<file path="config.mk">
export PLATFORM = sky130hd
export DESIGN_NAME = device_id_loopback_probe
export DESIGN_NICKNAME = d
export VERILOG_FILES = /design/src/design/dilp_pkg.sv /design/src/design/dilp_cfg_regs.sv /design/src/design/dilp_in_stage.sv /design/src/design/dilp_engine.sv /design/src/design/dilp_out_stage.sv /design/src/design/device_id_loopback_probe.sv
export SDC_FILE = /design/constraint.sdc
export NUM_CORES = 1
export LEC_CHECK = 0
export BUFFER_PORTS_ARGS = -buffer_cell sky130_fd_sc_hd__buf_2
export CAP_MARGIN = 20
export CORE_UTILIZATION = 35
export CTS_CLUSTER_SIZE = 20
export DETAILED_ROUTE_END_ITERATION = 12
export PLACE_DENSITY_LB_ADDON = 0.1
export SYNTH_ARGS = -nofsm -noshare
export SYNTH_HDL_FRONTEND = slang
export SYNTH_SLANG_ARGS = --single-unit
</file>
<file path="constraint.sdc">
create_clock -name clk -period 10.4 [get_ports clk]
set_clock_uncertainty 0.05 [all_clocks]
set_input_delay 1.04 -clock clk [delete_from_list [all_inputs] [get_ports clk]]
set_output_delay 1.04 -clock clk [all_outputs]
set_load 0.02 [all_outputs]
</file>
<file path="src/design/dilp_pkg.sv">
`default_nettype none

package dilp_pkg;

	// probe frame layout
	localparam int unsigned COOKIE_BYTES = 8;
	localparam int unsigned HEADER_BYTES = 12;
	localparam logic [5:0]  MBOX_PROBE   = 6'h3F;
	localparam logic [3:0]  TYPE_PROBE   = 4'd11;
	localparam logic [15:0] UNASSIGNED   = 16'hFFFF;

	localparam logic [63:0] COOKIE_MASK  = {64{1'b1}} >> (64 - 8 * COOKIE_BYTES);
	localparam logic [7:0]  TX_LENGTH    = 8'(COOKIE_BYTES + HEADER_BYTES);
	localparam logic [15:0] RX_LENGTH    = 16'(COOKIE_BYTES + HEADER_BYTES);
	localparam logic [31:0] TX_WORD2     = 32'h00B0_0000 | 32'(COOKIE_BYTES << 4);

	// configuration register indexes
	localparam int unsigned CFG_AW       = 2;
	localparam logic [CFG_AW-1:0] REG_MIN_ID       = 2'd0;
	localparam logic [CFG_AW-1:0] REG_MAX_ID       = 2'd1;
	localparam logic [CFG_AW-1:0] REG_RETRY_ROUNDS = 2'd2;
	localparam logic [CFG_AW-1:0] REG_COOKIE       = 2'd3;

	typedef enum logic [2:0] {
		OP_START  = 3'd0,
		OP_TICK   = 3'd1,
		OP_FRAME  = 3'd2,
		OP_PAUSE  = 3'd3,
		OP_RESUME = 3'd4
	} op_t;

	typedef enum logic [3:0] {
		ST_STARTED     = 4'd0,
		ST_SENT_NEXT   = 4'd1,
		ST_SENT_ROUND  = 4'd2,
		ST_SENT_DONE   = 4'd3,
		ST_NOT_LOOP    = 4'd4,
		ST_WRONG_TYPE  = 4'd5,
		ST_BAD_COOKIE  = 4'd6,
		ST_ESTABLISHED = 4'd7,
		ST_ASSIGNED    = 4'd8,
		ST_NO_ACTION   = 4'd9
	} status_t;

	typedef enum logic [2:0] {
		TMR_LEAVE    = 3'd0,
		TMR_STOP     = 3'd1,
		TMR_REARM_SHORT = 3'd2,
		TMR_REARM_LONG  = 3'd3,
		TMR_REARM_1S    = 3'd4
	} timer_t;

	typedef struct packed {
		logic [63:0] rx_cookie;
		logic [15:0] rx_length;
		logic [31:0] rx_word2;
		logic [31:0] rx_word1;
		logic [31:0] rx_word0;
		logic [2:0]  op;
	} req_t;

	typedef struct packed {
		logic [63:0] cookie;
		logic [15:0] retry_rounds;
		logic [15:0] max_id;
		logic [15:0] min_id;
	} cfg_t;

	typedef struct packed {
		logic        attach_user;
		timer_t      timer_action;
		logic [15:0] assigned_id;
		logic [7:0]  tx_length;
		logic [31:0] tx_word2;
		logic [31:0] tx_word1;
		logic [31:0] tx_word0;
		logic        tx_valid;
		status_t     status;
	} res_t;

endpackage

`default_nettype wire

</file>
<file path="src/design/dilp_cfg_regs.sv">
`default_nettype none

module dilp_cfg_regs
	import dilp_pkg::*;
(
	input  wire logic              clk,
	input  wire logic              arst_n,
	input  wire logic              cfg_we,
	input  wire logic [CFG_AW-1:0] cfg_addr,
	input  wire logic [63:0]       cfg_wdata,
	output cfg_t                   cfg
);

	cfg_t cfg_q;

	always_ff @(posedge clk or negedge arst_n) begin
		if (!arst_n) begin
			cfg_q <= '0;
		end else if (cfg_we) begin
			case (cfg_addr)
				REG_MIN_ID:       cfg_q.min_id       <= cfg_wdata[15:0];
				REG_MAX_ID:       cfg_q.max_id       <= cfg_wdata[15:0];
				REG_RETRY_ROUNDS: cfg_q.retry_rounds <= cfg_wdata[15:0];
				REG_COOKIE:       cfg_q.cookie       <= cfg_wdata;
				default:          cfg_q              <= cfg_q;
			endcase
		end
	end

	assign cfg = cfg_q;

endmodule

`default_nettype wire

</file>
<file path="src/design/dilp_in_stage.sv">
`default_nettype none

module dilp_in_stage
	import dilp_pkg::*;
(
	input  wire logic clk,
	input  wire logic arst_n,
	input  wire logic load,
	input  wire logic advance,
	input  req_t      req_in,
	output logic      valid,
	output req_t      req
);

	logic valid_s1;
	req_t req_s1;

	// valid drops when the request moves on and nothing new arrives
	always_ff @(posedge clk or negedge arst_n) begin
		if (!arst_n) begin
			valid_s1 <= 1'b0;
		end else if (load) begin
			valid_s1 <= 1'b1;
		end else if (advance) begin
			valid_s1 <= 1'b0;
		end
	end

	always_ff @(posedge clk) begin
		if (load) begin
			req_s1 <= req_in;
		end
	end

	assign valid = valid_s1;
	assign req   = req_s1;

endmodule

`default_nettype wire

</file>
<file path="src/design/dilp_engine.sv">
`default_nettype none

module dilp_engine
	import dilp_pkg::*;
(
	input  wire logic clk,
	input  wire logic arst_n,
	input  wire logic fire,
	input  req_t      req,
	input  cfg_t      cfg,
	output res_t      res
);

	logic [15:0] device_id_q, candidate_id_q, rounds_left_q;
	logic        armed_q;
	logic [15:0] device_id_d, candidate_id_d, rounds_left_d;
	logic        armed_d;
	logic        loopback, type_ok, mbox_ok, len_ok, cookie_ok;

	assign loopback  = req.rx_word0[15:0] == req.rx_word0[31:16];
	assign type_ok   = req.rx_word2[23:20] == TYPE_PROBE;
	assign mbox_ok   = req.rx_word1[9:4] == MBOX_PROBE;
	assign len_ok    = req.rx_length == RX_LENGTH;
	assign cookie_ok = ((req.rx_cookie ^ cfg.cookie) & COOKIE_MASK) == 64'd0;

	always_comb begin
		device_id_d    = device_id_q;
		candidate_id_d = candidate_id_q;
		rounds_left_d  = rounds_left_q;
		armed_d        = armed_q;
		res            = '0;
		res.status       = ST_NO_ACTION;
		res.timer_action = TMR_LEAVE;

		case (op_t'(req.op))
			OP_START: begin
				candidate_id_d   = cfg.min_id;
				rounds_left_d    = cfg.retry_rounds;
				armed_d          = 1'b1;
				res.timer_action = TMR_REARM_LONG;
				res.status       = ST_STARTED;
			end
			OP_TICK: begin
				if (armed_q) begin
					res.tx_valid  = 1'b1;
					res.tx_word0  = {candidate_id_q, candidate_id_q};
					res.tx_word1  = {22'd0, MBOX_PROBE, 2'b00, rounds_left_q[1:0]};
					res.tx_word2  = TX_WORD2;
					res.tx_length = TX_LENGTH;
					if (candidate_id_q < cfg.max_id) begin
						candidate_id_d   = candidate_id_q + 16'd1;
						res.timer_action = TMR_REARM_SHORT;
						res.status       = ST_SENT_NEXT;
					end else if (rounds_left_q != 16'd0) begin
						candidate_id_d   = cfg.min_id;
						rounds_left_d    = rounds_left_q - 16'd1;
						res.timer_action = TMR_REARM_LONG;
						res.status       = ST_SENT_ROUND;
					end else begin
						armed_d          = 1'b0;
						res.timer_action = TMR_STOP;
						res.status       = ST_SENT_DONE;
					end
				end
			end
			OP_FRAME: begin
				if (device_id_q != UNASSIGNED) begin
					res.status      = ST_ASSIGNED;
					res.attach_user = 1'b1;
				end else if (!loopback) begin
					res.status = ST_NOT_LOOP;
				end else if (!type_ok || !mbox_ok) begin
					res.status = ST_WRONG_TYPE;
				end else if (!len_ok || !cookie_ok) begin
					res.status = ST_BAD_COOKIE;
				end else begin
					armed_d          = 1'b0;
					device_id_d      = req.rx_word0[15:0];
					res.timer_action = TMR_STOP;
					res.attach_user  = 1'b1;
					res.status       = ST_ESTABLISHED;
				end
			end
			OP_PAUSE: begin
				armed_d          = 1'b0;
				res.timer_action = TMR_STOP;
			end
			OP_RESUME: begin
				if (device_id_q == UNASSIGNED) begin
					armed_d          = 1'b1;
					res.timer_action = TMR_REARM_1S;
				end
			end
			default: begin
			end
		endcase

		res.assigned_id = device_id_d;
	end

	always_ff @(posedge clk or negedge arst_n) begin
		if (!arst_n) begin
			device_id_q    <= UNASSIGNED;
			candidate_id_q <= 16'd0;
			rounds_left_q  <= 16'd0;
			armed_q        <= 1'b0;
		end else if (fire) begin
			device_id_q    <= device_id_d;
			candidate_id_q <= candidate_id_d;
			rounds_left_q  <= rounds_left_d;
			armed_q        <= armed_d;
		end
	end

endmodule

`default_nettype wire

</file>
<file path="src/design/dilp_out_stage.sv">
`default_nettype none

module dilp_out_stage
	import dilp_pkg::*;
(
	input  wire logic clk,
	input  wire logic arst_n,
	input  wire logic load,
	input  res_t      res_in,
	input  wire logic take,
	output logic      valid,
	output res_t      res
);

	logic valid_s2;
	res_t res_s2;

	always_ff @(posedge clk or negedge arst_n) begin
		if (!arst_n) begin
			valid_s2 <= 1'b0;
		end else if (load) begin
			valid_s2 <= 1'b1;
		end else if (take) begin
			valid_s2 <= 1'b0;
		end
	end

	always_ff @(posedge clk) begin
		if (load) begin
			res_s2 <= res_in;
		end
	end

	assign valid = valid_s2;
	assign res   = res_s2;

endmodule

`default_nettype wire

</file>
<file path="src/design/device_id_loopback_probe.sv">
// channel  dir  handshake          payload
// s_       in   s_tvalid/s_tready  s_tuser op, s_tdata rx words, length, cookie
// m_       out  m_tvalid/m_tready  m_tuser status, m_tdata probe and timer result
// cfg_     in   cfg_we             cfg_addr register index, cfg_wdata value
//
// one request a cycle sustained while m_tready stays high; a request waits in
// the input register, and its result is loaded into the output register once
// that register has room, which raises m_tvalid
// the engine state updates as the request leaves the input register
// reset clears config, state (device id 0xffff, idle) and both valid bits
// a stalled m_ side holds the output register; the input register keeps
// taking requests until both are full
`default_nettype none

module device_id_loopback_probe
	import dilp_pkg::*;
(
	input  wire logic              clk,
	input  wire logic              arst_n,

	input  wire logic              s_tvalid,
	output logic                   s_tready,
	input  wire logic [175:0]      s_tdata,   // rx_word0, rx_word1, rx_word2, rx_length, rx_cookie
	input  wire logic [2:0]        s_tuser,   // op

	output logic                   m_tvalid,
	input  wire logic              m_tready,
	output logic [127:0]           m_tdata,   // tx_valid, tx_word0, tx_word1, tx_word2,
	                                          // tx_length, assigned_id, timer_action,
	                                          // attach_user, zero fill
	output logic [3:0]             m_tuser,   // status

	input  wire logic              cfg_we,
	input  wire logic [CFG_AW-1:0] cfg_addr,
	input  wire logic [63:0]       cfg_wdata
);

	cfg_t cfg;
	req_t req_in, req;
	res_t res_next, res;
	logic in_valid, in_load, advance, out_free;

	// unpack the incoming request
	assign req_in.op        = s_tuser;
	assign req_in.rx_word0  = s_tdata[31:0];
	assign req_in.rx_word1  = s_tdata[63:32];
	assign req_in.rx_word2  = s_tdata[95:64];
	assign req_in.rx_length = s_tdata[111:96];
	assign req_in.rx_cookie = s_tdata[175:112];

	// output register frees up when empty or being drained this cycle
	assign out_free = !m_tvalid || m_tready;
	assign advance  = in_valid && out_free;
	assign s_tready = !in_valid || out_free;
	assign in_load  = s_tvalid && s_tready;

	dilp_cfg_regs u_cfg (
		.clk       (clk),
		.arst_n    (arst_n),
		.cfg_we    (cfg_we),
		.cfg_addr  (cfg_addr),
		.cfg_wdata (cfg_wdata),
		.cfg       (cfg)
	);

	dilp_in_stage u_in (
		.clk     (clk),
		.arst_n  (arst_n),
		.load    (in_load),
		.advance (advance),
		.req_in  (req_in),
		.valid   (in_valid),
		.req     (req)
	);

	// state commits only when the result has somewhere to go
	dilp_engine u_engine (
		.clk    (clk),
		.arst_n (arst_n),
		.fire   (advance),
		.req    (req),
		.cfg    (cfg),
		.res    (res_next)
	);

	dilp_out_stage u_out (
		.clk    (clk),
		.arst_n (arst_n),
		.load   (advance),
		.res_in (res_next),
		.take   (m_tready),
		.valid  (m_tvalid),
		.res    (res)
	);

	// pack the result, lowest field first
	assign m_tuser = res.status;
	assign m_tdata = {3'd0,
	                  res.attach_user,
	                  res.timer_action,
	                  res.assigned_id,
	                  res.tx_length,
	                  res.tx_word2,
	                  res.tx_word1,
	                  res.tx_word0,
	                  res.tx_valid};

endmodule

`default_nettype wire
</file>
==> run_results.csv, run 1 <==
group,metric,value,unit
grt,grt_max_degree,70,
sta,fin_crit_sh,35.47,%
grt,grt_pass1_wl,51720,um
power_and_ir_drop,clkPwrFrac,37.6,%
power_and_ir_drop,ir_worst_vdd,0.1315,mV
synthesis,synth_top_area_share,34.78,%
synthesis,synth_simple_gate_area_share,7.539,%
synthesis,synthDistinctLibCells,60,
synthesis,synth_edf_count,168,
clocking,clockBufferDepth,3,
place,dpl.hpwl,23120,um
sta,setup_viol,0,
synthesis,synth_mux_area_share,11.58,%
synthesis,synthCells,1052,
die,die_y,205.6,um
place,portBuffers,268,
final_layout,design_area,17290,um^2
sta,rsz0062_at_grt,"no",
clocking,cts_hold_buffers,0,
synthesis,yosysTopAreaCell,"edfxtp_1",
synthesis,ys_ff_latch,331,
place,placedInstanceArea,16000,um^2
sta,layout_setup_ws,6.711,ns
synthesis,synth_most_common_cell,"edfxtp_1",
min_path,min_path_type,"input port to asynchronous set/reset pin",
clocking,clk_pin_slew,0.06,ns
route,wl_per_cell,17.75,um
sta,finalHoldViolCount,0,
final_layout,layout-drive-gt1-share,37.34,%
final_layout,fin_nets,1576,
synthesis,synth-main-ff-cell,"edfxtp_1",
clocking,postCtsSetupBuffers,0,
die,die-area,42260,um^2
power_and_ir_drop,power_density,209.3,nW/um^2
power_and_ir_drop,p_switching,0.001001,W
setup_path,required,10.83,ns
sta,worst-slew-pin-transition,1.051,ns
run_status,status,"completed",
final_layout,fin_cells,1877,
route,drt_iter0_markers,349,
synthesis,synth_common_cells,"168 x edfxtp_1, 147 x dfrtp_1, 134 x mux2_2, 90 x buf_4, 75 x xor2_1",
setup_path,worstSetupPathType,"register to register",
die,rows,74,
die,initial_core_util,35.52,%
place,place_congestion,0.8302,
clocking,cts_tree,"yes",
die,die_x,205.6,um
synthesis,yosysSeqAreaShare,63.04,%
setup_path,start_kind,"register",
clocking,cts-root-buf,"clkbuf_16",
power_and_ir_drop,p_sw_share,27.68,%
route,avgViaCountPerCell,4.662,
final_layout,syn2layout_area_growth,19.19,%
clocking,ctsResizeCount,0,
clocking,htreeDepth,2,
route,drc,0,
power_and_ir_drop,p_comb_share,14.9,%
synthesis,synth-adder-area-share,1.466,%
place,pre_cts_ws,6.590,ns
power_and_ir_drop,pwr-share-seq,47.5,%
synthesis,async_flop_share,49.24,%
synthesis,synth_xor_area_share,4.891,%
synthesis,yosysWarnings,0,
clocking,cts_buffers,40,
sta,fin_tns_setup,0,ns
sta,period_needed,3.689,ns
setup_path,critPathArrivalTime,4.12,ns
sta,slew_violations,0,
clocking,cts_num_sinks,331,
synthesis,synth_compound_area_share,5.107,%
job,cap_violations,0,
die,core,40830,um^2
synthesis,synth_top_family_by_area,"multiplexers",
synthesis,ys_top_cells_by_area,"edfxtp_1 35%, dfrtp_1 25%, mux2_2 10%",
synthesis,syn_area,14510,um^2
grt,grt_pass1_vias,8986,
grt,grt_antenna_before_repair,17,
synthesis,synth.avg_cell_area,13.79,um^2
die,io_pins,384,
clocking,clk-insertion-delay-late,0.56,ns
sta,timing.fmax,0.2711,GHz
grt,gr-usage-all-layers,16.30,%
grt,grt_overflow,0,
sta,relSlewSlack,29.89,%
route,num_vias,8750,
place,placed_cells,1799,
route,final_antenna_net_count,0,
route,first_pass_iters,4,
power_and_ir_drop,p_leak,7.246,nW
setup_path,crit_path_end_kind,"register",
power_and_ir_drop,p_int,0.002616,W
power_and_ir_drop,finalPower,0.003618,W
route,drt-total-wl,33310,um
setup_path,path_max_fanout,18,
[through the flow]
step,util (%),hold slack (ns)
2_1_floorplan,-,0.4004
3_3_place_gp,39.18,0.4102
3_5_place_dp,39.18,0.4238
4_1_cts,42.31,0.3613
5_1_grt,42.34,0.3905
6_report,42.34,0.3748
[placed cells by master (no fill, tap or decap), drive strengths merged, types with 4 or more instances in the layout]
master  count
and2       21
o22ai      11
diode       6
clkbuf     57
a31oi       5
nor4       28
conb       61
xor2       75
nand3      14
nand4      19
nor3       12
ha         17
nor3b       4
or3         4
nand2b      7
dfrtp     147
a21oi      48
nor2       40
nand2      43
edfxtp    168
o21ai      35
xnor2       6
clkinv      9
dfstp      16
buf       274
nand3b      4
inv        29
mux2      144
[path summary, 6_finish.rpt]
kind | startpoint | cells after the start | slack [ns] | endpoint
min in group clk | u_in.valid$_DFFE_PN0P_ | 1 | 0.43 | u_out.valid$_DFFE_PN0P_
worst min-delay path | arst_n | 1 | 0.37 | u_cfg.cfg[7]$_DFFE_PN0P_
worst max register to register | u_engine.device_id_q[13]$_DFFE_PN1P_ | 7 | 6.71 | u_engine.device_id_q[15]$_DFFE_PN1P_
max in group asynchronous | arst_n | 3 | 7.94 | u_cfg.cfg[81]$_DFFE_PN0P_
worst max-delay path | u_engine.device_id_q[13]$_DFFE_PN1P_ | 7 | 6.71 | u_engine.device_id_q[15]$_DFFE_PN1P_
worst min register to register | u_in.valid$_DFFE_PN0P_ | 1 | 0.43 | u_out.valid$_DFFE_PN0P_
[power groups by stage]
stage / logic [W] / clock network, W / registers, W
2_1_floorplan: 0.000402 / 0 / 0.00171
3_3_place_gp: 0.000537 / 0 / 0.00174
3_5_place_dp: 0.000545 / 0 / 0.00174
4_1_cts: 0.000549 / 0.00141 / 0.00172
5_1_grt: 0.000618 / 0.00146 / 0.00175
6_report: 0.000539 / 0.00136 / 0.00172
[cell families after synthesis]
family	Yosys count
AOI/OAI and AO/OA	125
xor gates and xnor gates	81
adders and majority gates	17
buffers and inverters	145
DFF	331
muxes	146
other	1
and+or+nand+nor	206
[layout make-up]
cell class	count	area, um^2
inverters	26	97.59
fillers	3882	23540
clock buffers	57	1116
multi-input cells	636	4700
repair buffers	274	1393
well taps	532	665.6
clock inverters	15	158.9
flip-flops and latches	331	9144
diodes	6	15.01
[registers in the layout, indices dropped and copies added (netlist names)]
register                 cells
u_cfg.cfg                  112
u_engine.armed_q             1
u_engine.candidate_id_q     16
u_engine.device_id_q        16
u_engine.rounds_left_q      16
u_in.req                   125
u_in.valid                   1
u_out.res                   43
u_out.valid                  1
[critical path, cell delays in order (launching register included)]
cell and delay (ns):
dfstp_2 0.54, nand4_1 0.16, nor4_1 0.76, nand3_1 0.25, inv_1 0.14, and4_1 0.83, and2_4 0.50, mux2_2 0.37
[metal layers]
metal  wire length (um)  part of all wire (%)  vias to the layer above  global-route usage (%)
met2              15200                    46                      246                   24.84
met1              15010                    45                     4219                   21.74
met5                143                  0.43                        -                       0
met4                701                   2.1                       22                   5.794
li1                   -                     -                     4198                       -
met3               2256                   6.8                       65                   5.131
No activity file was read; power rests on OpenSTA's default activity.
==> run 2: changes to the inputs <==
--- a/config.mk
+++ b/config.mk
@@ -5,6 +5,7 @@
 export SDC_FILE = /design/constraint.sdc
 export NUM_CORES = 1
 export LEC_CHECK = 0
+export ABC_AREA = 1
 export BUFFER_PORTS_ARGS = -buffer_cell sky130_fd_sc_hd__buf_2
 export CAP_MARGIN = 20
 export CORE_UTILIZATION = 35
==> constraint.sdc (replaced) <==
create_clock -name clk -period 3.01 [get_ports clk]
set_clock_uncertainty 0.05 [all_clocks]
set_input_delay 0.301 -clock clk [delete_from_list [all_inputs] [get_ports clk]]
set_output_delay 0.301 -clock clk [all_outputs]
set_load 0.02 [all_outputs]
==> run_results.csv, run 2 <==
group,metric,value,unit
clocking,clockBufferDepth,3,
synthesis,yosysTopAreaCell,"edfxtp_1",
min_path,hold_end,"u_out.valid$_DFFE_PN0P_",
route,num_vias,11268,
power_and_ir_drop,p_switching,0.004037,W
power_and_ir_drop,finalPower,0.01355,W
setup_path,r2r_slack,0.63,ns
sta,finalHoldViolCount,0,
grt,grt_max_degree,101,
route,first_pass_iters,5,
min_path,min_path_type,"input port to register",
route,wl_per_cell,14.62,um
synthesis,ys_top_cells_by_area,"edfxtp_1 33%, dfrtp_1 24%, nand2_1 9.0%",
job,cap_violations,0,
die,die_y,210.5,um
place,dpl.hpwl,26460,um
synthesis,synth_simple_gate_area_share,17.78,%
setup_path,r2r_cells,13,
power_and_ir_drop,p_comb_share,20.1,%
synthesis,async_flop_share,49.24,%
power_and_ir_drop,p_leak,9.267,nW
sta,fin_tns_setup,0,ns
grt,grt_pass1_vias,11326,
synthesis,synth_top_area_share,33.15,%
clocking,postCtsSetupBuffers,0,
route,drt-total-wl,37750,um
setup_path,cpPeakStageDelay,0.45,ns
synthesis,yosysSeqAreaShare,60.08,%
setup_path,worst_r2r_endpoint,"u_engine.rounds_left_q[13]$_DFFE_PN0P_",
sta,worst-slew-pin-transition,0.8285,ns
synthesis,yosysWarnings,0,
route,drt_iter0_markers,445,
power_and_ir_drop,p_int,0.009512,W
power_and_ir_drop,power_density,676.7,nW/um^2
final_layout,largest_register_ffs,125,
setup_path,worstPathCellList,"ha_1 -> a21oi_1 -> o21a_1 -> nand2_1 -> nand2_1 -> nand2_2 -> inv_2 -> nand2_2 -> nand3_1 -> buf_4 -> inv_1 -> nand2_1 -> nand2_1",
power_and_ir_drop,clkPwrFrac,35.7,%
clocking,clk-insertion-delay-late,0.55,ns
synthesis,synthDistinctLibCells,45,
sta,slew_violations,0,
setup_path,worstSetupPathType,"register to register",
die,initial_core_util,35.41,%
synthesis,synth-adder-area-share,1.398,%
clocking,htreeDepth,2,
die,core,42980,um^2
setup_path,crit_top_cell,"nand2_1",
die,rows,76,
setup_path,start_kind,"register",
clocking,cts-root-buf,"clkbuf_16",
setup_path,regToRegStartpoint,"u_engine.candidate_id_q[7]$_DFFE_PN0P_",
die,die_x,210.5,um
final_layout,final_util,46.58,%
clocking,cts_buffers,39,
setup_path,path_max_fanout,29,
synthesis,syn_area,15220,um^2
place,place_congestion,0.8036,
grt,grt_overflow,0,
grt,grt_antenna_before_repair,4,
min_path,hold_start,"m_tready",
place,portBuffers,268,
synthesis,synth_most_common_cell,"nand2_1",
min_path,hold_depth,4,
synthesis,synth_compound_area_share,5.287,%
die,io_pins,384,
synthesis,synth_top_family_by_area,"simple AND/OR/NAND/NOR gates",
clocking,clk_pin_slew,0.06,ns
synthesis,synthCells,1523,
setup_path,required,3.39,ns
synthesis,synth_common_cells,"364 x nand2_1, 175 x inv_1, 168 x edfxtp_1, 147 x dfrtp_1, 123 x nor2_1",
route,final_antenna_net_count,0,
clocking,ctsResizeCount,0,
clocking,cts_num_sinks,331,
synthesis,synth_xor_area_share,3.280,%
synthesis,synth.avg_cell_area,9.992,um^2
run_status,status,"completed",
grt,gr-usage-all-layers,17.37,%
route,drc,0,
power_and_ir_drop,ir_worst_vdd,0.5012,mV
clocking,cts_hold_buffers,176,
synthesis,synth_edf_count,168,
setup_path,crit_path_start,"u_engine.candidate_id_q[7]$_DFFE_PN0P_",
final_layout,syn2layout_area_growth,31.56,%
sta,period_needed,2.383,ns
final_layout,layout_commonest_cell,"nand2_1",
sta,relSlewSlack,44.77,%
final_layout,layout-drive-gt1-share,22.11,%
die,die-area,44320,um^2
setup_path,crit_path_end_kind,"register",
synthesis,synth-main-ff-cell,"edfxtp_1",
route,avgViaCountPerCell,4.364,
sta,rsz0062_at_grt,"no",
sta,fin_crit_sh,79.17,%
sta,setup_viol,0,
grt,grt_pass1_wl,60170,um
synthesis,synth_mux_area_share,2.203,%
setup_path,slowest_stage,"dfrtp_1",
power_and_ir_drop,p_sw_share,29.80,%
power_and_ir_drop,pwr-share-seq,44.2,%
synthesis,ys_ff_latch,331,
sta,timing.fmax,0.4196,GHz
final_layout,final_cell_mix,"363 x nand2_1, 267 x buf_2, 176 x dlygate4sd3_1",
final_layout,fin_nets,2232,
setup_path,critPathArrivalTime,2.77,ns
clocking,cts_tree,"yes",
==> run 2: cells by family after synthesis <==
logic type,Yosys count
other,1
multiplexers,30
AO/OA/AOI/OAI,154
AND/OR/NAND/NOR,627
adder cells (fa/ha/maj),17
XOR/XNOR,57
buffers and inverters,306
flip-flops,331
==> run 2: layer usage <==
metal,vias to the layer above,global-route usage [%],routed length [um],part of all wire (%)
met5,-,0,20,0.053
met4,4,6.022,970,2.6
met3,57,3.695,1744,4.6
met2,234,28.86,18280,48
met1,5297,22.39,16740,44
li1,5676,-,-,-
==> run 2: how the worst max path moves through the flow <==
| stage | cells after the start | endpoint | slack, ns |
|---|---|---|---|
| 5_1_grt | 13 | u_engine.rounds_left_q[15]$_DFFE_PN0P_ | 0.40 |
| 4_1_cts | 13 | u_engine.rounds_left_q[13]$_DFFE_PN0P_ | 0.61 |
| 2_1_floorplan | 3 | u_in.req[0]$_DFFE_PP_ | 0.05 |
| 3_5_place_dp | 13 | u_engine.rounds_left_q[13]$_DFFE_PN0P_ | 0.62 |
| 6_report | 13 | u_engine.rounds_left_q[13]$_DFFE_PN0P_ | 0.63 |
| 3_3_place_gp | 13 | u_engine.rounds_left_q[12]$_DFFE_PN0P_ | 0.65 |
==> run 2: final cells by class <==
cell class	count	area, um^2
diodes	2	5.005
clock buffers	56	1080
clock inverters	15	226.5
fillers	4144	22960
inverters	182	689.4
multi-input cells	946	4813
flip-flops and latches	331	9145
well taps	585	732.0
repair buffers	465	3329
==> run 2: power groups by stage <==
stage	clock network [W]	registers, W	logic [W]
final	0.00484	0.00599	0.00272
after global routing	0.00517	0.00610	0.00310
after CTS	0.00500	0.00600	0.00277
after detailed placement	0	0.00608	0.00258
after global placement	0	0.00606	0.00253
after floorplan	0	0.00604	0.00186
==> run 2: critical path: cells and delay by family, from the launching register on <==
kind                       cells  cell delay, ns
and+or+nand+nor                7            0.61
DFF                            1            0.45
buffers and inverters          3            0.55
adders and majority gates      1            0.32
AOI/OAI and AO/OA              2            0.30
==> run 2: metrics by stage <==
step	cells	hold WS (ns)	setup WS (ns)	area, um^2
2_1_floorplan	1583	-0.04459	0.05471	15460
3_3_place_gp	2333	0.3693	0.6458	16950
3_5_place_dp	2333	0.3615	0.6213	16950
4_1_cts	2580	0.001749	0.6091	20020
5_1_grt	2582	0.05775	0.4029	20020
6_report	2582	0.04700	0.6268	20020
